--- src/ookfe_pkg.sv ---
// Package for the remote-control frame encoder: item, result, configuration
// and sequencer state types, register indexes and reset values.
// No dependencies.
package ookfe_pkg;

    localparam int unsigned CFG_INDEX_W = 3;
    localparam int unsigned CFG_DATA_W  = 26;

    localparam logic [CFG_INDEX_W-1:0] REG_TRANSMITTER_ID  = 3'd0;
    localparam logic [CFG_INDEX_W-1:0] REG_REPEAT_COUNT    = 3'd1;
    localparam logic [CFG_INDEX_W-1:0] REG_SHORT_LOW_TICKS = 3'd2;
    localparam logic [CFG_INDEX_W-1:0] REG_LONG_LOW_TICKS  = 3'd3;
    localparam logic [CFG_INDEX_W-1:0] REG_SYNC_LOW_TICKS  = 3'd4;
    localparam logic [CFG_INDEX_W-1:0] REG_GAP_TICKS       = 3'd5;

    localparam logic [25:0] TRANSMITTER_ID_RST  = 26'd43132401;
    localparam logic [3:0]  REPEAT_COUNT_RST    = 4'd4;
    localparam logic [3:0]  SHORT_LOW_TICKS_RST = 4'd1;
    localparam logic [3:0]  LONG_LOW_TICKS_RST  = 4'd5;
    localparam logic [5:0]  SYNC_LOW_TICKS_RST  = 6'd10;
    localparam logic [7:0]  GAP_TICKS_RST       = 8'd40;

    localparam logic [4:0]  FIRST_BIT = 5'd31;

    typedef enum logic [2:0] {
        PH_IDLE  = 3'd0,
        PH_SYNC  = 3'd1,
        PH_BITS  = 3'd2,
        PH_TRAIL = 3'd3,
        PH_GAP   = 3'd4
    } phase_t;

    typedef struct packed {
        logic [25:0] transmitter_id;
        logic [3:0]  repeat_count;
        logic [3:0]  short_low_ticks;
        logic [3:0]  long_low_ticks;
        logic [5:0]  sync_low_ticks;
        logic [7:0]  gap_ticks;
    } cfg_t;

    typedef struct packed {
        logic       func;
        logic       on_off;
        logic [1:0] channel;
        logic [1:0] button;
    } item_t;

    typedef struct packed {
        logic rf_level;
        logic busy_res;
        logic accepted;
        logic last;
    } result_t;

    typedef struct packed {
        logic [31:0] frame_bits;
        phase_t      phase;
        logic [4:0]  bit_index;
        logic        half_index;
        logic [7:0]  tick_count;
        logic [3:0]  repeat_left;
    } seq_state_t;

endpackage

--- src/ookfe_item_if.sv ---
// Input item channel of the frame encoder: valid/ready plus item fields.
// No dependencies.
interface ookfe_item_if;
    logic       valid;
    logic       ready;
    logic       func;
    logic       on_off;
    logic [1:0] channel;
    logic [1:0] button;

    modport source (output valid, func, on_off, channel, button, input ready);
    modport sink   (input valid, func, on_off, channel, button, output ready);
endinterface

--- src/ookfe_result_if.sv ---
// Result channel of the frame encoder: valid/ready plus result fields.
// No dependencies.
interface ookfe_result_if;
    logic valid;
    logic ready;
    logic rf_level;
    logic busy_res;
    logic accepted;
    logic last;

    modport source (output valid, rf_level, busy_res, accepted, last, input ready);
    modport sink   (input valid, rf_level, busy_res, accepted, last, output ready);
endinterface

--- src/ookfe_cfg_if.sv ---
// Configuration write channel of the frame encoder: valid/ready, index, data.
// Depends on ookfe_pkg.
interface ookfe_cfg_if;
    logic                               valid;
    logic                               ready;
    logic [ookfe_pkg::CFG_INDEX_W-1:0]  index;
    logic [ookfe_pkg::CFG_DATA_W-1:0]   data;

    modport source (output valid, index, data, input ready);
    modport sink   (input valid, index, data, output ready);
endinterface

--- src/ook_remote_frame_encoder_unit.sv ---
// Top level of the on-off keyed remote-control frame encoder.
// Depends on ookfe_pkg, ookfe_item_if, ookfe_result_if, ookfe_cfg_if, ookfe_step.
//
// Each input item is either a start (when idle, latches the 32-bit frame and
// begins a message) or a tick (one base period, giving the RF line level). Every item
// yields exactly one result, in the cycle after its transfer. The block takes one
// item per cycle: the sequencer step is a single pass of logic from the state
// registers into the result register, and the input stalls only while that
// result register is full and not being taken. Configuration writes complete
// in the cycle they are offered; pulse and gap lengths are read live, id and
// repeat count are captured at start.
module ook_remote_frame_encoder_unit (
    input  logic                   clk,
    input  logic                   rst_n,
    ookfe_item_if.sink             item,
    ookfe_result_if.source         result,
    ookfe_cfg_if.sink              cfg
);

    ookfe_pkg::cfg_t       cfg_reg;
    ookfe_pkg::seq_state_t state_reg;
    ookfe_pkg::seq_state_t state_next;
    ookfe_pkg::result_t    res_reg;
    ookfe_pkg::result_t    res_next;
    ookfe_pkg::item_t      item_in;
    logic                  res_valid_reg;
    logic                  item_xfer;

    assign item_in   = '{func: item.func, on_off: item.on_off,
                         channel: item.channel, button: item.button};
    assign item.ready = ~res_valid_reg | result.ready;
    assign item_xfer  = item.valid & item.ready;
    assign cfg.ready  = 1'b1;

    ookfe_step u_step (
        .st      (state_reg),
        .cfg     (cfg_reg),
        .item    (item_in),
        .st_next (state_next),
        .res     (res_next)
    );

    always_ff @(posedge clk or negedge rst_n)
    begin
        if (!rst_n)
        begin
            cfg_reg.transmitter_id  <= ookfe_pkg::TRANSMITTER_ID_RST;
            cfg_reg.repeat_count    <= ookfe_pkg::REPEAT_COUNT_RST;
            cfg_reg.short_low_ticks <= ookfe_pkg::SHORT_LOW_TICKS_RST;
            cfg_reg.long_low_ticks  <= ookfe_pkg::LONG_LOW_TICKS_RST;
            cfg_reg.sync_low_ticks  <= ookfe_pkg::SYNC_LOW_TICKS_RST;
            cfg_reg.gap_ticks       <= ookfe_pkg::GAP_TICKS_RST;
        end
        else if (cfg.valid)
        begin
            case (cfg.index)
                ookfe_pkg::REG_TRANSMITTER_ID:  cfg_reg.transmitter_id  <= cfg.data[25:0];
                ookfe_pkg::REG_REPEAT_COUNT:    cfg_reg.repeat_count    <= cfg.data[3:0];
                ookfe_pkg::REG_SHORT_LOW_TICKS: cfg_reg.short_low_ticks <= cfg.data[3:0];
                ookfe_pkg::REG_LONG_LOW_TICKS:  cfg_reg.long_low_ticks  <= cfg.data[3:0];
                ookfe_pkg::REG_SYNC_LOW_TICKS:  cfg_reg.sync_low_ticks  <= cfg.data[5:0];
                ookfe_pkg::REG_GAP_TICKS:       cfg_reg.gap_ticks       <= cfg.data[7:0];
                default:                        cfg_reg <= cfg_reg;
            endcase
        end
    end

    always_ff @(posedge clk or negedge rst_n)
    begin
        if (!rst_n)
        begin
            state_reg.frame_bits  <= '0;
            state_reg.phase       <= ookfe_pkg::PH_IDLE;
            state_reg.bit_index   <= '0;
            state_reg.half_index  <= 1'b0;
            state_reg.tick_count  <= '0;
            state_reg.repeat_left <= '0;
        end
        else if (item_xfer)
            state_reg <= state_next;
    end

    always_ff @(posedge clk or negedge rst_n)
    begin
        if (!rst_n)
            res_valid_reg <= 1'b0;
        else if (item_xfer)
            res_valid_reg <= 1'b1;
        else if (result.ready)
            res_valid_reg <= 1'b0;
    end

    always_ff @(posedge clk)
    begin
        if (item_xfer)
            res_reg <= res_next;
    end

    assign result.valid    = res_valid_reg;
    assign result.rf_level = res_reg.rf_level;
    assign result.busy_res = res_reg.busy_res;
    assign result.accepted = res_reg.accepted;
    assign result.last     = res_reg.last;

endmodule

--- src/ookfe_step.sv ---
// Frame sequencer step: next sequencer state and result for one item.
// Depends on ookfe_pkg.
module ookfe_step (
    input  ookfe_pkg::seq_state_t st,
    input  ookfe_pkg::cfg_t       cfg,
    input  ookfe_pkg::item_t      item,
    output ookfe_pkg::seq_state_t st_next,
    output ookfe_pkg::result_t    res
);

    function automatic ookfe_pkg::seq_state_t close_frame(ookfe_pkg::seq_state_t s);
        ookfe_pkg::seq_state_t r;
        r = s;
        if (s.repeat_left != 4'd0)
            r.repeat_left = s.repeat_left - 4'd1;
        r.tick_count = 8'd0;
        r.half_index = 1'b0;
        if (r.repeat_left == 4'd0)
        begin
            r.phase     = ookfe_pkg::PH_IDLE;
            r.bit_index = 5'd0;
        end
        else
        begin
            r.phase     = ookfe_pkg::PH_SYNC;
            r.bit_index = ookfe_pkg::FIRST_BIT;
        end
        return r;
    endfunction

    logic       cur_bit;
    logic       is_long;
    logic [5:0] pulse_low;

    always_comb
    begin
        cur_bit = st.frame_bits[st.bit_index];
        is_long = st.half_index ? cur_bit : ~cur_bit;
        case (st.phase)
            ookfe_pkg::PH_SYNC: pulse_low = cfg.sync_low_ticks;
            ookfe_pkg::PH_BITS: pulse_low = is_long ? {2'b00, cfg.long_low_ticks}
                                                    : {2'b00, cfg.short_low_ticks};
            default:            pulse_low = {2'b00, cfg.short_low_ticks};
        endcase
    end

    always_comb
    begin
        st_next = st;
        if (item.func)
        begin
            if (st.phase == ookfe_pkg::PH_IDLE)
            begin
                st_next.frame_bits  = {cfg.transmitter_id, 1'b1, item.on_off,
                                       item.channel[0], item.channel[1],
                                       item.button[0], item.button[1]};
                st_next.repeat_left = (cfg.repeat_count == 4'd0) ? 4'd1 : cfg.repeat_count;
                st_next.phase       = ookfe_pkg::PH_SYNC;
                st_next.bit_index   = ookfe_pkg::FIRST_BIT;
                st_next.half_index  = 1'b0;
                st_next.tick_count  = 8'd0;
            end
        end
        else if (st.phase != ookfe_pkg::PH_IDLE)
        begin
            if (st.phase == ookfe_pkg::PH_GAP)
            begin
                if ({1'b0, st.tick_count} + 9'd1 >= {1'b0, cfg.gap_ticks})
                    st_next = close_frame(st);
                else
                    st_next.tick_count = st.tick_count + 8'd1;
            end
            else
            begin
                if (st.tick_count >= {2'b00, pulse_low})
                begin
                    st_next.tick_count = 8'd0;
                    case (st.phase)
                        ookfe_pkg::PH_SYNC:
                        begin
                            st_next.phase      = ookfe_pkg::PH_BITS;
                            st_next.bit_index  = ookfe_pkg::FIRST_BIT;
                            st_next.half_index = 1'b0;
                        end
                        ookfe_pkg::PH_BITS:
                        begin
                            if (!st.half_index)
                                st_next.half_index = 1'b1;
                            else
                            begin
                                st_next.half_index = 1'b0;
                                if (st.bit_index == 5'd0)
                                    st_next.phase = ookfe_pkg::PH_TRAIL;
                                else
                                    st_next.bit_index = st.bit_index - 5'd1;
                            end
                        end
                        default:
                        begin
                            if (cfg.gap_ticks == 8'd0)
                                st_next = close_frame(st);
                            else
                                st_next.phase = ookfe_pkg::PH_GAP;
                        end
                    endcase
                end
                else
                    st_next.tick_count = st.tick_count + 8'd1;
            end
        end
    end

    // the message ends on the tick that drops the sequencer back to idle
    always_comb
    begin
        res = '0;
        if (item.func)
        begin
            res.accepted = (st.phase == ookfe_pkg::PH_IDLE);
            res.busy_res = 1'b1;
        end
        else if (st.phase != ookfe_pkg::PH_IDLE)
        begin
            res.busy_res = 1'b1;
            res.rf_level = (st.phase != ookfe_pkg::PH_GAP) && (st.tick_count == 8'd0);
            res.last     = (st_next.phase == ookfe_pkg::PH_IDLE);
        end
    end

endmodule

--- src/flat_wrapper.sv ---
// flat-port wrapper written by rule: the top's interface ports become plain ports
module ook_remote_frame_encoder_unit_flat 
  (clk, rst_n, item_valid, item_func, item_on_off, item_channel, item_button, item_ready, result_valid, result_rf_level, result_busy_res, result_accepted, result_last, result_ready, cfg_valid, cfg_index, cfg_data, cfg_ready);
  ookfe_item_if item_i ();
  ookfe_result_if result_i ();
  ookfe_cfg_if cfg_i ();
  input  logic clk;
  input  logic rst_n;
  input wire logic [$bits(item_i.valid)-1:0] item_valid;
  input wire logic [$bits(item_i.func)-1:0] item_func;
  input wire logic [$bits(item_i.on_off)-1:0] item_on_off;
  input wire logic [$bits(item_i.channel)-1:0] item_channel;
  input wire logic [$bits(item_i.button)-1:0] item_button;
  output wire logic [$bits(item_i.ready)-1:0] item_ready;
  output wire logic [$bits(result_i.valid)-1:0] result_valid;
  output wire logic [$bits(result_i.rf_level)-1:0] result_rf_level;
  output wire logic [$bits(result_i.busy_res)-1:0] result_busy_res;
  output wire logic [$bits(result_i.accepted)-1:0] result_accepted;
  output wire logic [$bits(result_i.last)-1:0] result_last;
  input wire logic [$bits(result_i.ready)-1:0] result_ready;
  input wire logic [$bits(cfg_i.valid)-1:0] cfg_valid;
  input wire logic [$bits(cfg_i.index)-1:0] cfg_index;
  input wire logic [$bits(cfg_i.data)-1:0] cfg_data;
  output wire logic [$bits(cfg_i.ready)-1:0] cfg_ready;
  assign item_i.valid = item_valid;
  assign item_i.func = item_func;
  assign item_i.on_off = item_on_off;
  assign item_i.channel = item_channel;
  assign item_i.button = item_button;
  assign item_ready = item_i.ready;
  assign result_valid = result_i.valid;
  assign result_rf_level = result_i.rf_level;
  assign result_busy_res = result_i.busy_res;
  assign result_accepted = result_i.accepted;
  assign result_last = result_i.last;
  assign result_i.ready = result_ready;
  assign cfg_i.valid = cfg_valid;
  assign cfg_i.index = cfg_index;
  assign cfg_i.data = cfg_data;
  assign cfg_ready = cfg_i.ready;
  ook_remote_frame_encoder_unit u_core (.clk(clk), .rst_n(rst_n), .item(item_i), .result(result_i), .cfg(cfg_i));
endmodule
--- config.mk ---
export PLATFORM = sky130hd
export DESIGN_NAME = ook_remote_frame_encoder_unit_flat
export DESIGN_NICKNAME = d
export VERILOG_FILES = /design/src/ookfe_pkg.sv /design/src/ookfe_item_if.sv /design/src/ookfe_result_if.sv /design/src/ookfe_cfg_if.sv /design/src/ook_remote_frame_encoder_unit.sv /design/src/ookfe_step.sv /design/src/flat_wrapper.sv
export SDC_FILE = /design/constraint.sdc
export NUM_CORES = 1
export LEC_CHECK = 0
export ABC_AREA = 1
export ABC_CLOCK_PERIOD_IN_PS = 5500
export BUFFER_PORTS_ARGS = -buffer_cell sky130_fd_sc_hd__buf_2
export CORE_ASPECT_RATIO = 1.2
export CORE_MARGIN = 2
export CORE_UTILIZATION = 50
export DETAILED_ROUTE_END_ITERATION = 8
export MAX_ROUTING_LAYER = met4
export PLACE_DENSITY = 0.68
export SLEW_MARGIN = 20
export SYNTH_ARGS = -nofsm -noshare
export SYNTH_HDL_FRONTEND = slang
export SYNTH_HIERARCHICAL = 1
export SYNTH_SLANG_ARGS = --single-unit
--- constraint.sdc ---
create_clock -name clk -period 5.5 [get_ports clk]
set_clock_uncertainty 0.1 [all_clocks]
set_input_delay 0.275 -clock clk [delete_from_list [all_inputs] [get_ports clk]]
set_output_delay 0.275 -clock clk [all_outputs]
set_load 0.01 [all_outputs]
# After elaboration in Yosys (flattened, before gate mapping)
# Cells that the tools add are included.
dict set report totals {
  out_inout_bits 7
  input_bits 40
  wordCells 113
  regBits 110
}
dict set report op_classes {
  muxes 40
  order_cmp 3
  n_reduce_logical 30
  add_sub_neg 4
  bitwise 5
  eq_ne 14
}
# operator count
set ops {}
lappend ops {{$mux W53} 4}
lappend ops {{$mux W4} 15}
lappend ops {{$mux W8} 3}
lappend ops {{$mux W18} 1}
lappend ops {{$mux W9} 2}
lappend ops {{$pmux W9 S2} 1}
lappend ops {{$logic_not A8 Y1} 2}
lappend ops {{$logic_not A4 Y1} 3}
lappend ops {{$mux W12} 1}
lappend ops {{$mux W6} 2}
lappend ops {{$pmux W6 S2} 1}
lappend ops {{$reduce_and A2 Y1} 6}
lappend ops {{$add A8 B1 Y9 const B} 1}
lappend ops {{$eq A3 B2 Y1 const B} 3}
lappend ops {{$eq A3 B3 Y1 const B} 3}
lappend ops {{$ge A9 B8 Y1} 1}
lappend ops {{$logic_not A3 Y1} 3}
lappend ops {{$reduce_bool A3 Y1} 3}
lappend ops {{$add A8 B1 Y8 const B} 1}
lappend ops {{$ge A8 B6 Y1} 1}
lappend ops {{$reduce_and A8 Y1} 1}
lappend ops {{$reduce_and A7 Y1} 1}
lappend ops {{$eq A3 B1 Y1 const B} 2}
lappend ops {{$lt A5 B6 Y1 const B} 1}
lappend ops {{23 further kinds} 34}

# Depth between registers and ports, before layout
# Gate-level depths: netlist of run 1.
dict set report depth {
  ltp_word 20
  depth_mapped 31
  depth_no_buf 30
}

# Modules after synthesis
# Netlist of run 1, hierarchy kept.
# mod cells_per_inst area_each_um2 n_inst
set by_module_without_submodules {}
lappend by_module_without_submodules {ook_remote_frame_encoder_unit 477 4398.0 1}
lappend by_module_without_submodules {ookfe_step 510 2582.5 1}

# Least setup slack after synthesis of run 1
# OpenSTA, ideal clock, no wires.
dict set report synth_path {
  path_kind {reg-to-reg}
  from {register u_core/state_reg[13] (netlist bit)}
  to {register u_core.res_reg (netlist bit u_core/result.last) (data pin)}
  n_path_buf 3
  arrival_time_ns 2.641
  path_slack_ns 2.506
  stages_incl_launch_ff 26
  period_less_slack_ns 2.994
  cell_sequence {dfrtp_1 buf_6 buf_6 a21oi_1 o21ai_1 nand3_1 nand3_1 nand2_4 nand2_2 nand2_2 nand3_1 nand2_1 nand2_1 nand2_1 nand2_1 ha_1 nand2_1 o21ai_0 nand2_1 nand3_2 buf_6 nor2_1 a21oi_1 nand3_1 nand2_1 nor2_2}
}
# item line
set synth_rtl {}
lappend synth_rtl {{from (decl)} ook_remote_frame_encoder_unit.sv:21} ;# ookfe_pkg::seq_state_t state_reg;
lappend synth_rtl {{from (signal assigned)} ook_remote_frame_encoder_unit.sv:80} ;# state_reg <= state_next;
lappend synth_rtl {{to (signal assigned)} ook_remote_frame_encoder_unit.sv:96} ;# res_reg <= res_next;
lappend synth_rtl {{to (decl)} ook_remote_frame_encoder_unit.sv:23} ;# ookfe_pkg::result_t res_reg;

==> load_flow_metrics.sql, run 1 <==
INSERT INTO impl_metrics (metric_group, metric, value, unit) VALUES
('status', 'outcome', 'complete, no violations', ''),
('logic_synthesis', 'postSynth.asyncResetShare', '0.964', ''),
('critical_path', 'arrival', '4.16', 'ns'),
('logic_synthesis', 'synth_seq_cells', '110', ''),
('global_route', 'initial_antenna_violation_count', '0', ''),
('logic_synthesis', 'synth.yosys.warnings', '6', ''),
('layout', 'final_nets', '1061', ''),
('layout', 'post_route_cells_drive_above_1_share', '0.141', ''),
('global_route', 'grt_pass1_wl', '28800', 'um'),
('power', 'power_density', '491', 'nW/um2'),
('timing', 'max_slew.worst_pin.slew', '0.919', 'ns'),
('layout', 'layout.cell_area.non_filler', '7490', 'um2'),
('clocking', 'path_clk_slew', '0.08', 'ns'),
('critical_path', 'reg2reg_slack', '1.52', 'ns'),
('timing', 'final_hold_viol_count', '0', ''),
('power', 'irDropWorstVdd', '230', 'uV'),
('layout', 'num_antenna_cells', '0', ''),
('floorplan', 'floorplan.initialDensity', '0.509', ''),
('layout', 'layout.filler_cells', '1417', ''),
('logic_synthesis', 'synth.lib_cells_used.distinct', '41', ''),
('global_route', 'largest_net_degree_at_the_start_of_global_routing', '61', ''),
('floorplan', 'chipWidth', '112', 'um'),
('timing', 'finalWorstPathRequiredPeriod', '3.98', 'ns'),
('logic_synthesis', 'dominantRegCellSynth', 'sky130_fd_sc_hd__dfrtp_1', ''),
('critical_path', 'timing.critical_path.from_type', 'flop', ''),
('power', 'static_leakage', '3.95', 'nW'),
('place', 'placedInstanceArea', '7180', 'um2'),
('floorplan', 'boundaryPins', '47', ''),
('run', 'drv.max_cap_violation_count', '0', ''),
('floorplan', 'coreArea', '13700', 'um2'),
('clocking', 'insertion_delay_to_the_later_sink_of_the_worst_skew_pair', '0.36', 'ns'),
('min_path', 'hp-class', 'in -> reg', ''),
('timing', 'maxClockFrequency', '0.251', 'GHz'),
('detailed_routing', 'wl_met3', '511', 'um'),
('detailed_routing', 'vias_per_cell', '5.35', ''),
('logic_synthesis', 'sequential_share_of_the_synthesized_area', '0.401', ''),
('detailed_routing', 'wl_met1', '7660', 'um'),
('timing', 'setup_slack', '1.52', 'ns'),
('logic_synthesis', 'synth_enable_flop_cells', '4', ''),
('timing', 'timing.setup.tns', '0', 'ns'),
('critical_path', 'crit_path_capture_type', 'flop', ''),
('detailed_routing', 'dr.first_iter.drc_count', '436', ''),
('power', 'finalPower', '3.68', 'mW'),
('critical_path', 'worstPathRequired', '5.69', 'ns'),
('layout', 'ff_latch_area', '2800', 'um2'),
('timing', 'setup-violations-final', '0', ''),
('global_route', 'first_global_vias', '5821', ''),
('place', 'globalplace.congestion', '0.878', ''),
('detailed_routing', 'dr.max_layer_used', 'met4', ''),
('logic_synthesis', 'synthTopCellsByArea', 'sky130_fd_sc_hd__dfrtp_1, sky130_fd_sc_hd__nand2_1, sky130_fd_sc_hd__nand3_1, sky130_fd_sc_hd__dfstp_2, sky130_fd_sc_hd__inv_1', ''),
('detailed_routing', 'drt_first_pass_iters', '5', ''),
('global_route', 'grt_overflow', '0', ''),
('detailed_routing', 'wl_per_cell', '14.6', 'um'),
('layout', 'max_ffs_per_register', '53', ''),
('clocking', 'tritoncts', 'done', ''),
('logic_synthesis', 'postSynthNetCount', '1045', ''),
('timing', 'fin_crit_sh', '0.723', ''),
('detailed_routing', 'via_count', '6303', ''),
('timing', 'slew_limit_headroom', '0.386', ''),
('layout', 'flow.area_growth_from_synthesis', '7.26', '%'),
('clocking', 'number_of_gates_given_a_new_drive_strength_after_cts', '0', ''),
('clocking', 'cts_inserted_buffers', '9', ''),
('logic_synthesis', 'yosys.area.top_type', 'sky130_fd_sc_hd__dfrtp_1', ''),
('detailed_routing', 'drt.antenna.violating_nets', '0', ''),
('floorplan', 'std_cell_rows', '47', ''),
('detailed_routing', 'wl_met2', '8550', 'um'),
('logic_synthesis', 'netlist_area', '6980', 'um2'),
('logic_synthesis', 'synth_largest_type_area_fraction', '0.308', ''),
('clocking', 'clockRootBuffer', 'sky130_fd_sc_hd__clkbuf_16', ''),
('layout', 'final_cell_count_no_fill', '1179', ''),
('layout', 'multiInputGateArea', '3550', 'um2');
==> cells in the final DEF (no fill, tap or decap), types with 2 or more instances in the layout <==
cell and n:
sky130_fd_sc_hd__ha_1 18, sky130_fd_sc_hd__inv_4 2, sky130_fd_sc_hd__o21ai_0 41, sky130_fd_sc_hd__nor2_1 34, sky130_fd_sc_hd__o21ai_2 2, sky130_fd_sc_hd__or2_2 2
sky130_fd_sc_hd__nand2_1 385, sky130_fd_sc_hd__dfstp_2 20, sky130_fd_sc_hd__nand2_4 4, sky130_fd_sc_hd__nand3_1 159, sky130_fd_sc_hd__inv_2 10, sky130_fd_sc_hd__nand4_1 7
sky130_fd_sc_hd__o21ai_1 5, sky130_fd_sc_hd__nand3_2 4, sky130_fd_sc_hd__clkbuf_16 9, sky130_fd_sc_hd__inv_1 77, sky130_fd_sc_hd__clkbuf_8 2, sky130_fd_sc_hd__buf_4 6
sky130_fd_sc_hd__a21oi_1 23, sky130_fd_sc_hd__nor4_1 2, sky130_fd_sc_hd__nor3_4 2, sky130_fd_sc_hd__nand2_2 13, sky130_fd_sc_hd__o211ai_1 4, sky130_fd_sc_hd__nor3_1 4
sky130_fd_sc_hd__nor2_4 5, sky130_fd_sc_hd__buf_2 44, sky130_fd_sc_hd__xor2_1 8, sky130_fd_sc_hd__o22ai_1 2, sky130_fd_sc_hd__inv_6 2, sky130_fd_sc_hd__nor2_2 7
sky130_fd_sc_hd__nand3b_1 2, sky130_fd_sc_hd__dfrtp_1 86, sky130_fd_sc_hd__edfxtp_1 4
==> stage by stage <==
step           utilization  hold WS [ns]
2_1_floorplan            -        -0.121
3_3_place_gp         0.524         0.247
3_5_place_dp         0.524         0.256
4_1_cts              0.546       0.00819
5_1_grt              0.546        0.0310
6_report             0.546        0.0224
==> synth_stat cells, drive strengths merged (2+ instances only) <==
library cell  instances
o22ai                 2
nand3               163
nor3                  7
edfxtp                4
dfstp                20
dfrtp                86
clkbuf                7
nand4                 7
o211ai                5
buf                  39
nand3b                2
xor2                  8
ha                   18
a21oi                24
nand2               403
nor2                 46
or2                   2
nor4                  2
inv                  90
o21ai                48
==> report_power, final <==
part / total, mW / switching (mW) / internal [mW]
sequential: 1.31 / 0.235 / 1.08
combinational: 1.71 / 1.12 / 0.584
clock: 0.658 / 0.319 / 0.339
==> cell type report <==
type | count | share of cell area
Multi-Input combinational cell | 741 | 0.475
Sequential cell | 110 | 0.374
Inverter | 90 | 0.0465
Timing Repair Buffer | 51 | 0.0368
Clock buffer | 12 | 0.0343
Tap cell | 171 | 0.0286
Clock inverter | 4 | 0.00551
==> worst max-delay path, cell delays in order (launching register included) <==
cell and delay (ns):
sky130_fd_sc_hd__dfrtp_1 0.85, sky130_fd_sc_hd__inv_4 0.18, sky130_fd_sc_hd__nand2_1 0.13, sky130_fd_sc_hd__nand3_1 0.07
sky130_fd_sc_hd__nand2_1 0.07, sky130_fd_sc_hd__nand2_1 0.05, sky130_fd_sc_hd__nand2_1 0.07, sky130_fd_sc_hd__nor2_1 0.05
sky130_fd_sc_hd__nand2_2 0.10, sky130_fd_sc_hd__nand2_2 0.08, sky130_fd_sc_hd__nand2_2 0.09, sky130_fd_sc_hd__nand3_1 0.07
sky130_fd_sc_hd__nand2_1 0.07, sky130_fd_sc_hd__nand2_1 0.04, sky130_fd_sc_hd__nand2_1 0.08, sky130_fd_sc_hd__nand2_1 0.05
sky130_fd_sc_hd__ha_1 0.28, sky130_fd_sc_hd__a21oi_1 0.14, sky130_fd_sc_hd__o21ai_0 0.11, sky130_fd_sc_hd__nand2_1 0.10
sky130_fd_sc_hd__nand3_2 0.29, sky130_fd_sc_hd__o21ai_2 0.43, sky130_fd_sc_hd__nand3_1 0.12, sky130_fd_sc_hd__nand2_1 0.10
sky130_fd_sc_hd__nand3_1 0.08, sky130_fd_sc_hd__nand2_1 0.10
==> metal layers <==
metal,track usage,up-vias
met4,0.0953,0
met2,0.406,119
li1,-,3199
met1,0.313,2961
met3,0.0246,24
met5,-,-
==> final timing paths <==
check,start,to,cells after the start
worst min-delay path,cfg_data[10],u_core/cfg_reg[36]$_DFFE_PN1P_,3
min in group asynchronous,rst_n,u_core/state_reg[3]$_DFFE_PN0P_,2
worst max register to register,u_core/state_reg[13]$_DFFE_PN0P_,u_core/state_reg[9]$_DFFE_PN0P_,25
worst min register to register,u_core/cfg_reg[43]$_DFFE_PN1P_,u_core/cfg_reg[43]$_DFFE_PN1P_,2
worst max-delay path,u_core/state_reg[13]$_DFFE_PN0P_,u_core/state_reg[9]$_DFFE_PN0P_,25
max in group asynchronous,rst_n,u_core/state_reg[42]$_DFFE_PN0P_,3
==> repair_timing <==
| action | 4_1_cts | 5_1_grt |
|---|---|---|
| hold endpoints to repair | 39 | 0 |
| endpoints found under the setup margin | 0 | 0 |
| setup buffers | 0 | 0 |
| hold buffers | 1 | 0 |
==> cells by family after synthesis <==
logic type      synth area share
fa+ha+maj                 0.0323
buf+inv                   0.0903
xor+xnor                  0.0100
simple gates               0.401
compound gates            0.0651
other cells             0.000537
flops                      0.401
Power figures use the tool's default switching activity.
==> run 2, diff against run 1 <==
--- a/config.mk
+++ b/config.mk
@@ -5,15 +5,15 @@
 export SDC_FILE = /design/constraint.sdc
 export NUM_CORES = 1
 export LEC_CHECK = 0
-export ABC_AREA = 1
-export ABC_CLOCK_PERIOD_IN_PS = 5500
+export ABC_AREA = 0
+export ABC_CLOCK_PERIOD_IN_PS = 3300
 export BUFFER_PORTS_ARGS = -buffer_cell sky130_fd_sc_hd__buf_2
 export CORE_ASPECT_RATIO = 1.2
 export CORE_MARGIN = 2
 export CORE_UTILIZATION = 50
 export DETAILED_ROUTE_END_ITERATION = 8
 export MAX_ROUTING_LAYER = met4
-export PLACE_DENSITY = 0.68
+export PLACE_DENSITY = 0.71
 export SLEW_MARGIN = 20
 export SYNTH_ARGS = -nofsm -noshare
 export SYNTH_HDL_FRONTEND = slang
==> constraint.sdc (replaced) <==
create_clock -name clk -period 3.3 [get_ports clk]
set_clock_uncertainty 0.1 [all_clocks]
set_input_delay 0.165 -clock clk [delete_from_list [all_inputs] [get_ports clk]]
set_output_delay 0.165 -clock clk [all_outputs]
set_load 0.01 [all_outputs]
==> run 2 against run 1 <==
Net effect:
- the flow now finishes with violations (setup timing)
- via count is 23% lower
- sequential cell count unchanged
- highest routed layer unchanged
- sequential share of layout area is 2.3 points lower
- first-iteration DRC count fell by 42%
- maximum frequency decreased by 6.4%
- non-clock buffer count is 96 higher
- global-route usage fell by 0.92 points
- critical path depth fell by 7
- combinational power is 73% higher
- critical endpoint is now u_core/state_reg[7]$_DFFE_PN0P_
- final cell count shrank 29%
- largest power group unchanged
- sequential power grew 61%
==> load_flow_metrics.sql, run 2 <==
INSERT INTO impl_metrics (metric_group, metric, value, unit) VALUES
('status', 'outcome', 'finished with violations', ''),
('status', 'violations', 'setup timing', ''),
('clocking', 'path_clk_slew', '0.08', 'ns'),
('min_path', 'hold_path_end', 'u_core/cfg_reg[32]$_DFFE_PN1P_', ''),
('logic_synthesis', 'sequential_share_of_the_synthesized_area', '0.439', ''),
('logic_synthesis', 'postSynthNetCount', '593', ''),
('timing', 'maxClockFrequency', '0.235', 'GHz'),
('power', 'cell_internal_pwr', '3.99', 'mW'),
('detailed_routing', 'drt_first_pass_iters', '5', ''),
('critical_path', 'reg2reg_slack', '-0.95', 'ns'),
('clocking', 'insertion_delay_to_the_later_sink_of_the_worst_skew_pair', '0.35', 'ns'),
('critical_path', 'crit-reg2reg-launch', 'u_core/state_reg[13]$_DFFE_PN0P_', ''),
('detailed_routing', 'vias_per_cell', '5.78', ''),
('critical_path', 'worstPathRequired', '3.44', 'ns'),
('floorplan', 'coreArea', '12600', 'um2'),
('power', 'net-switching-power', '2.14', 'mW'),
('logic_synthesis', 'synth.yosys.warnings', '6', ''),
('logic_synthesis', 'netlist_area', '6380', 'um2'),
('layout', 'layout.filler_cells', '1001', ''),
('critical_path', 'crit_path_capture_type', 'flop', ''),
('layout', 'final_nets', '724', ''),
('detailed_routing', 'wl_per_cell', '17.7', 'um'),
('logic_synthesis', 'dominantRegCellSynth', 'sky130_fd_sc_hd__dfrtp_1', ''),
('logic_synthesis', 'synth_largest_type_area_fraction', '0.337', ''),
('logic_synthesis', 'synth_cells', '535', ''),
('timing', 'worst_hold_slack', '0.0115', 'ns'),
('detailed_routing', 'drt.antenna.violating_nets', '0', ''),
('layout', 'post_route_cells_drive_above_1_share', '0.501', ''),
('global_route', 'first_global_vias', '5075', ''),
('power', 'power_density', '767', 'nW/um2'),
('critical_path', 'arrival', '4.39', 'ns'),
('clocking', 'cts_buffer_depth', '2', ''),
('critical_path', 'crit_path_max_fanout', '8', ''),
('layout', 'max_ffs_per_register', '53', ''),
('floorplan', 'floorplan.initialDensity', '0.508', ''),
('critical_path', 'timing.critical_path.cells', 'mux4_2, mux2i_1, nor3_1, a211oi_2, xnor2_2, mux2_1, a222oi_1, ha_2, a21o_1, a2111oi_0, buf_4, o21ai_2, buf_6, buf_6, o21ai_4, buf_6, a32o_1, mux2_2', ''),
('critical_path', 'rr_worst_depth', '18', ''),
('timing', 'slew_limit_headroom', '0.483', ''),
('floorplan', 'std_cell_rows', '45', ''),
('timing', 'max_slew.worst_pin.slew', '0.772', 'ns'),
('min_path', 'worst_hold_startpoint', 'cfg_data[6]', ''),
('timing', 'final_hold_viol_count', '0', ''),
('critical_path', 'worst_setup_path_class', 'reg -> reg', ''),
('min_path', 'hp-class', 'in -> reg', ''),
('timing', 'rsz0062_at_grt', 'true', ''),
('detailed_routing', 'post-route-drc-count', '0', ''),
('clocking', 'tritoncts', 'done', ''),
('logic_synthesis', 'synth_seq_cells', '110', ''),
('logic_synthesis', 'postSynth.asyncResetShare', '0.964', ''),
('global_route', 'grt_pass1_wl', '24900', 'um'),
('timing', 'drv_slew', '0', ''),
('min_path', 'whs_path_depth', '2', ''),
('logic_synthesis', 'yosys.area.top_type', 'sky130_fd_sc_hd__dfrtp_1', ''),
('critical_path', 'cp_common_cell', 'sky130_fd_sc_hd__buf_6', ''),
('power', 'irDropWorstVdd', '409', 'uV'),
('logic_synthesis', 'synth_common_cells', 'sky130_fd_sc_hd__mux2_2, sky130_fd_sc_hd__dfrtp_1, sky130_fd_sc_hd__inv_1', ''),
('power', 'static_leakage', '3.55', 'nW'),
('logic_synthesis', 'postSynthAreaPerCell', '11.9', 'um2'),
('floorplan', 'die_height', '128', 'um'),
('layout', 'utilization', '0.636', ''),
('critical_path', 'worst_r2r_endpoint', 'u_core/state_reg[7]$_DFFE_PN0P_', ''),
('layout', 'final_cell_count_no_fill', '835', ''),
('detailed_routing', 'drt_wl_total', '14800', 'um'),
('clocking', 'clock_tree.htree_level_count', '3', ''),
('global_route', 'grt_overflow', '0', ''),
('global_route', 'largest_net_degree_at_the_start_of_global_routing', '55', ''),
('floorplan', 'chipWidth', '107', 'um'),
('floorplan', 'boundaryPins', '47', ''),
('clocking', 'cts_inserted_buffers', '9', ''),
('logic_synthesis', 'synth.lib_cells_used.distinct', '69', ''),
('place', 'hpwlAfterDp', '10500', 'um'),
('place', 'cell_count_post_placement', '793', ''),
('place', 'place.port_buffers', '45', ''),
('layout', 'num_antenna_cells', '0', ''),
('layout', 'layout_common_cells', 'sky130_fd_sc_hd__mux2_2, sky130_fd_sc_hd__dfrtp_1, sky130_fd_sc_hd__buf_4, sky130_fd_sc_hd__buf_2', ''),
('logic_synthesis', 'synth_enable_flop_cells', '4', ''),
('floorplan', 'dieArea', '13700', 'um2'),
('logic_synthesis', 'synthTopCellsByArea', 'sky130_fd_sc_hd__dfrtp_1, sky130_fd_sc_hd__mux2_2, sky130_fd_sc_hd__dfstp_2, sky130_fd_sc_hd__ha_1, sky130_fd_sc_hd__mux4_2', ''),
('critical_path', 'crit_path_top_delay_cell', 'sky130_fd_sc_hd__mux4_2', ''),
('timing', 'setup_slack', '-0.951', 'ns'),
('critical_path', 'timing.critical_path.from_type', 'flop', ''),
('critical_path', 'critical_path.max_stage_delay', '0.53', 'ns'),
('place', 'globalplace.congestion', '0.963', ''),
('global_route', 'grt_usage', '0.237', ''),
('power', 'clock_power_share', '0.174', ''),
('detailed_routing', 'via_count', '4830', ''),
('power', 'p_sw_frac', '0.349', ''),
('timing', 'timing.setup.tns', '-19.17', 'ns'),
('logic_synthesis', 'yosysMostFrequentCell', 'sky130_fd_sc_hd__mux2_2', ''),
('clocking', 'clockRootBuffer', 'sky130_fd_sc_hd__clkbuf_16', ''),
('power', 'pwr-share-seq', '0.344', ''),
('global_route', 'initial_antenna_violation_count', '0', ''),
('clocking', 'cts.sink_count', '110', ''),
('layout', 'layout_commonest_cell', 'sky130_fd_sc_hd__mux2_2', ''),
('power', 'power.share.combinational', '0.483', ''),
('detailed_routing', 'dr.first_iter.drc_count', '253', ''),
('timing', 'setup-violations-final', '22', ''),
('layout', 'flow.area_growth_from_synthesis', '25.2', '%'),
('timing', 'finalWorstPathRequiredPeriod', '4.25', 'ns'),
('timing', 'fin_crit_sh', '1.29', ''),
('run', 'drv.max_cap_violation_count', '0', '');
[run 2: cell types whose count changed in the layout (fill, tap and decap cells not counted), moves of 8 or more]
cell,before,now
sky130_fd_sc_hd__a21oi_1,23,14
sky130_fd_sc_hd__buf_4,6,72
sky130_fd_sc_hd__dlygate4sd3_1,1,23
sky130_fd_sc_hd__inv_1,77,23
sky130_fd_sc_hd__inv_2,10,0
sky130_fd_sc_hd__mux2_2,0,132
sky130_fd_sc_hd__mux4_2,0,8
sky130_fd_sc_hd__nand2_1,385,17
sky130_fd_sc_hd__nand2_2,13,1
sky130_fd_sc_hd__nand2b_1,0,9
sky130_fd_sc_hd__nand3_1,159,10
sky130_fd_sc_hd__nor2_1,34,17
sky130_fd_sc_hd__o21ai_0,41,9
[run 2: per-stage QoR]
stage               area (um2)  worst slack, ns  total power, mW
floorplan                 6440           -0.788             3.80
global placement          7300            -1.02             4.64
detailed placement        7300            -1.16             4.77
CTS                       7960           -0.941             6.10
global route              7990            -1.16             6.50
finish                    7990           -0.951             6.13
[run 2: how the worst max path moves through the flow]
stage,from,end,slack [ns],cells after the start
4_1_cts,u_core/state_reg[13]$_DFFE_PN0P_,u_core/state_reg[8]$_DFFE_PN0P_,-0.94,17
5_1_grt,u_core/state_reg[13]$_DFFE_PN0P_,u_core/state_reg[9]$_DFFE_PN0P_,-1.16,17
3_5_place_dp,u_core/state_reg[13]$_DFFE_PN0P_,u_core/state_reg[14]$_DFFE_PN0P_,-1.16,15
6_report,u_core/state_reg[13]$_DFFE_PN0P_,u_core/state_reg[7]$_DFFE_PN0P_,-0.95,18
2_1_floorplan,u_core/state_reg[13]$_DFFE_PN0P_,u_core/state_reg[14]$_DFFE_PN0P_,-0.79,16
3_3_place_gp,u_core/state_reg[13]$_DFFE_PN0P_,u_core/result.last$_DFFE_PP_,-1.02,16
[run 2: area by class of cell]
class | count | area, um2 | area share
Timing Repair Buffer | 147 | 1080 | 0.136
Sequential cell | 110 | 2800 | 0.350
Clock inverter | 5 | 41.3 | 0.00517
Multi-Input combinational cell | 375 | 3520 | 0.441
Clock buffer | 11 | 253 | 0.0316
Tap cell | 164 | 205 | 0.0257
Inverter | 23 | 86.3 | 0.0108
[run 2: power groups by stage]
stage	sequential (mW)	clock, mW	combinational, mW
2_1_floorplan	2.02	0	1.78
3_3_place_gp	2.12	0	2.53
3_5_place_dp	2.13	0	2.64
4_1_cts	2.11	1.09	2.89
5_1_grt	2.16	1.14	3.20
6_report	2.11	1.06	2.96
[run 2: cell families after synthesis]
logic type / share of synthesized area
AOI/OAI and AO/OA: 0.111
xor gates and xnor gates: 0.0137
adders and majority gates: 0.0353
buffers and inverters: 0.0349
DFF: 0.439
muxes: 0.285
other: 0.000588
and+or+nand+nor: 0.0814
[run 2: worst max-delay path, delay by kind of cell (launching register included)]
family          cells  cell delay (ns)
flops               1             0.51
simple gates        1             0.08
xor+xnor            1             0.18
fa+ha+maj           1             0.23
mux                 4             1.32
buf+inv             4             0.60
compound gates      7             1.13
[run 2: timing repair]
item	CTS	global route
hold buffers	23	0
hold endpoints to repair	66	0
cloned	1	0
endpoints found under the setup margin	22	22
pin swaps	14	6
setup buffers	2	0
gates resized for setup	30	7
[run 2: routing by layer]
metal,share of wire,global-route usage
met1,0.41,0.277
met2,0.52,0.405
met3,0.035,0.0346
met4,0.034,0.102
met5,0,-
==> run 3, diff against run 2 <==
--- a/config.mk
+++ b/config.mk
@@ -11,6 +11,7 @@
 export CORE_ASPECT_RATIO = 1.2
 export CORE_MARGIN = 2
 export CORE_UTILIZATION = 50
+export CTS_BUF_LIST = sky130_fd_sc_hd__clkbuf_8
 export DETAILED_ROUTE_END_ITERATION = 8
 export MAX_ROUTING_LAYER = met4
 export PLACE_DENSITY = 0.71
==> run 3 against run 2 <==
Net effect:
- final area shrank 1.4%
- first-iteration DRC count grew 5.5%
- die area is the same
- combinational power shrank 2%
- utilization shrank 0.91 points
- the run still ends with setup timing left
- setup slack gained 0.030 ns
- maximum frequency grew 0.71%
- global-route usage shrank 0.23 points
- critical endpoint is now u_core/state_reg[14]$_DFFE_PN0P_
- sequential cell count is the same
- total power shrank 5.3%
==> load_flow_metrics.sql, run 3 (same netlist as run 2, synthesis figures left out) <==
INSERT INTO impl_metrics (metric_group, metric, value, unit) VALUES
('global_route', 'initial_antenna_violation_count', '0', ''),
('critical_path', 'arrival', '4.39', 'ns'),
('clocking', 'clock_tree.htree_level_count', '3', ''),
('detailed_routing', 'drt.antenna.violating_nets', '0', ''),
('place', 'hpwlAfterDp', '10500', 'um'),
('floorplan', 'std_cell_rows', '45', ''),
('detailed_routing', 'dr.first_iter.drc_count', '267', ''),
('status', 'violations', 'setup timing', ''),
('timing', 'drv_slew', '0', ''),
('global_route', 'grt_pass1_wl', '24700', 'um'),
('timing', 'rsz0062_at_grt', 'true', ''),
('timing', 'final_hold_viol_count', '0', ''),
('timing', 'finalWorstPathRequiredPeriod', '4.22', 'ns'),
('floorplan', 'chipWidth', '107', 'um'),
('timing', 'maxClockFrequency', '0.237', 'GHz'),
('critical_path', 'worstPathRequired', '3.47', 'ns'),
('floorplan', 'dieArea', '13700', 'um2'),
('place', 'placedInstanceArea', '7300', 'um2'),
('critical_path', 'crit-reg2reg-launch', 'u_core/state_reg[13]$_DFFE_PN0P_', ''),
('critical_path', 'crit_path_capture_type', 'flop', ''),
('clocking', 'clockRootBuffer', 'sky130_fd_sc_hd__clkbuf_8', ''),
('layout', 'final_nets', '725', ''),
('min_path', 'whs_path_depth', '3', ''),
('layout', 'layout_commonest_cell', 'sky130_fd_sc_hd__mux2_2', ''),
('timing', 'setup-violations-final', '22', ''),
('global_route', 'grt_overflow', '0', ''),
('layout', 'layout_common_cells', 'sky130_fd_sc_hd__mux2_2, sky130_fd_sc_hd__dfrtp_1, sky130_fd_sc_hd__buf_4, sky130_fd_sc_hd__buf_2, sky130_fd_sc_hd__dlygate4sd3_1', ''),
('timing', 'fin_crit_sh', '1.28', ''),
('critical_path', 'crit_path_max_fanout', '8', ''),
('floorplan', 'floorplan.initialDensity', '0.508', ''),
('floorplan', 'boundaryPins', '47', ''),
('global_route', 'grt_usage', '0.234', ''),
('min_path', 'hp-class', 'in -> reg', ''),
('min_path', 'hold_path_end', 'u_core/result.valid$_DFFE_PN0P_', ''),
('detailed_routing', 'vias_per_cell', '5.77', ''),
('layout', 'num_antenna_cells', '0', ''),
('power', 'power_density', '737', 'nW/um2'),
('clocking', 'cts.sink_count', '110', ''),
('detailed_routing', 'via_count', '4820', ''),
('timing', 'slew_limit_headroom', '0.482', ''),
('clocking', 'path_clk_slew', '0.11', 'ns'),
('detailed_routing', 'drt_first_pass_iters', '5', ''),
('critical_path', 'timing.critical_path.from_type', 'flop', ''),
('global_route', 'first_global_vias', '5065', ''),
('power', 'finalPower', '5.80', 'mW'),
('clocking', 'tritoncts', 'done', ''),
('run', 'drv.max_cap_violation_count', '0', ''),
('critical_path', 'reg2reg_slack', '-0.92', 'ns'),
('critical_path', 'rr_worst_depth', '15', ''),
('power', 'irDropWorstVdd', '396', 'uV'),
('layout', 'post_route_cells_drive_above_1_share', '0.496', ''),
('clocking', 'cts_buffer_depth', '2', ''),
('layout', 'flow.area_growth_from_synthesis', '23.4', '%'),
('global_route', 'largest_net_degree_at_the_start_of_global_routing', '55', ''),
('layout', 'max_ffs_per_register', '53', ''),
('status', 'outcome', 'finished with violations', ''),
('min_path', 'worst_hold_startpoint', 'result_ready', ''),
('detailed_routing', 'drt_wl_total', '14700', 'um'),
('power', 'static_leakage', '3.50', 'nW'),
('place', 'worst_setup_slack_before_clock_tree_synthesis', '-1.16', 'ns'),
('timing', 'setup_slack', '-0.921', 'ns'),
('timing', 'timing.setup.tns', '-18.92', 'ns'),
('place', 'place.port_buffers', '45', ''),
('critical_path', 'worst_setup_path_class', 'reg -> reg', ''),
('layout', 'layout.cell_area.non_filler', '7870', 'um2'),
('place', 'globalplace.congestion', '0.963', ''),
('clocking', 'insertion_delay_to_the_later_sink_of_the_worst_skew_pair', '0.37', 'ns'),
('critical_path', 'worst_r2r_endpoint', 'u_core/state_reg[14]$_DFFE_PN0P_', ''),
('clocking', 'cts_inserted_buffers', '9', ''),
('floorplan', 'die_height', '128', 'um'),
('detailed_routing', 'wl_per_cell', '17.5', 'um'),
('floorplan', 'coreArea', '12600', 'um2'),
('detailed_routing', 'post-route-drc-count', '0', ''),
('timing', 'max_slew.worst_pin.slew', '0.774', 'ns');
## run 3: changes by cell type in the layout (fill, tap and decap cells not counted), sizes merged
cell | before | now
dlygate4sd3 | 23 | 24
## run 3: layer usage
metal	share of wire	GRT usage	vias to the layer above	wire length [um]
met5	0	-	-	0
met2	0.53	0.401	119	7700
met4	0.030	0.0993	0	444
met1	0.41	0.275	2409	6030
li1	-	-	2261	-
met3	0.033	0.0341	31	478
## run 3: worst max path at each step
stage | from | end | slack, ns | cells past startpoint
floorplan | u_core/state_reg[13]$_DFFE_PN0P_ | u_core/state_reg[14]$_DFFE_PN0P_ | -0.79 | 16
global placement | u_core/state_reg[13]$_DFFE_PN0P_ | u_core/result.last$_DFFE_PP_ | -1.02 | 16
detailed placement | u_core/state_reg[13]$_DFFE_PN0P_ | u_core/state_reg[14]$_DFFE_PN0P_ | -1.16 | 15
CTS | u_core/state_reg[13]$_DFFE_PN0P_ | u_core/state_reg[3]$_DFFE_PN0P_ | -0.93 | 17
global route | u_core/state_reg[13]$_DFFE_PN0P_ | u_core/state_reg[14]$_DFFE_PN0P_ | -1.14 | 15
finish | u_core/state_reg[13]$_DFFE_PN0P_ | u_core/state_reg[14]$_DFFE_PN0P_ | -0.92 | 15
## run 3: cell type report
class / count / area [um2]
inverters: 23 / 86.3
well taps: 164 / 205
repair buffers: 148 / 1100
fillers: 1013 / 4680
multi-input cells: 375 / 3490
flip-flops and latches: 110 / 2800
clock inverters: 5 / 41.3
clock buffers: 11 / 151
## run 3: worst max-delay path: stages (launching register included)
cell	delay, ns
sky130_fd_sc_hd__dfrtp_2	0.51
sky130_fd_sc_hd__mux4_2	0.53
sky130_fd_sc_hd__mux2i_1	0.18
sky130_fd_sc_hd__nor3_1	0.08
sky130_fd_sc_hd__a211oi_2	0.26
sky130_fd_sc_hd__xnor2_2	0.17
sky130_fd_sc_hd__mux2_4	0.32
sky130_fd_sc_hd__a222oi_1	0.28
sky130_fd_sc_hd__ha_1	0.30
sky130_fd_sc_hd__a21o_1	0.18
sky130_fd_sc_hd__a21oi_2	0.18
sky130_fd_sc_hd__o21ai_2	0.10
sky130_fd_sc_hd__a311oi_4	0.31
sky130_fd_sc_hd__o221a_2	0.26
sky130_fd_sc_hd__o22ai_1	0.07
sky130_fd_sc_hd__mux2_2	0.28
## run 3: repair_timing
item | in CTS | in global routing
gates cloned | 0 | 0
hold buffers | 24 | 0
resized for setup | 24 | 8
endpoints found under the setup margin | 22 | 22
hold endpoints to repair | 69 | 0
buffers inserted | 2 | 1
pin swaps | 13 | 3
## run 3: metrics by stage
step	hold slack, ns	utilization	std cells
floorplan	-0.231	-	535
detailed placement	0.161	0.582	793
global route	0.0255	0.627	836
CTS	0.00614	0.624	835
finish	0.0145	0.627	836
global placement	0.149	0.582	793
## run 3: where the power goes
part | total (mW) | switching, mW | internal (mW) | leakage [nW]
sequential | 2.10 | 0.326 | 1.78 | 1.31
combinational | 2.91 | 1.28 | 1.63 | 2.10
clock | 0.793 | 0.470 | 0.323 | 0.0974
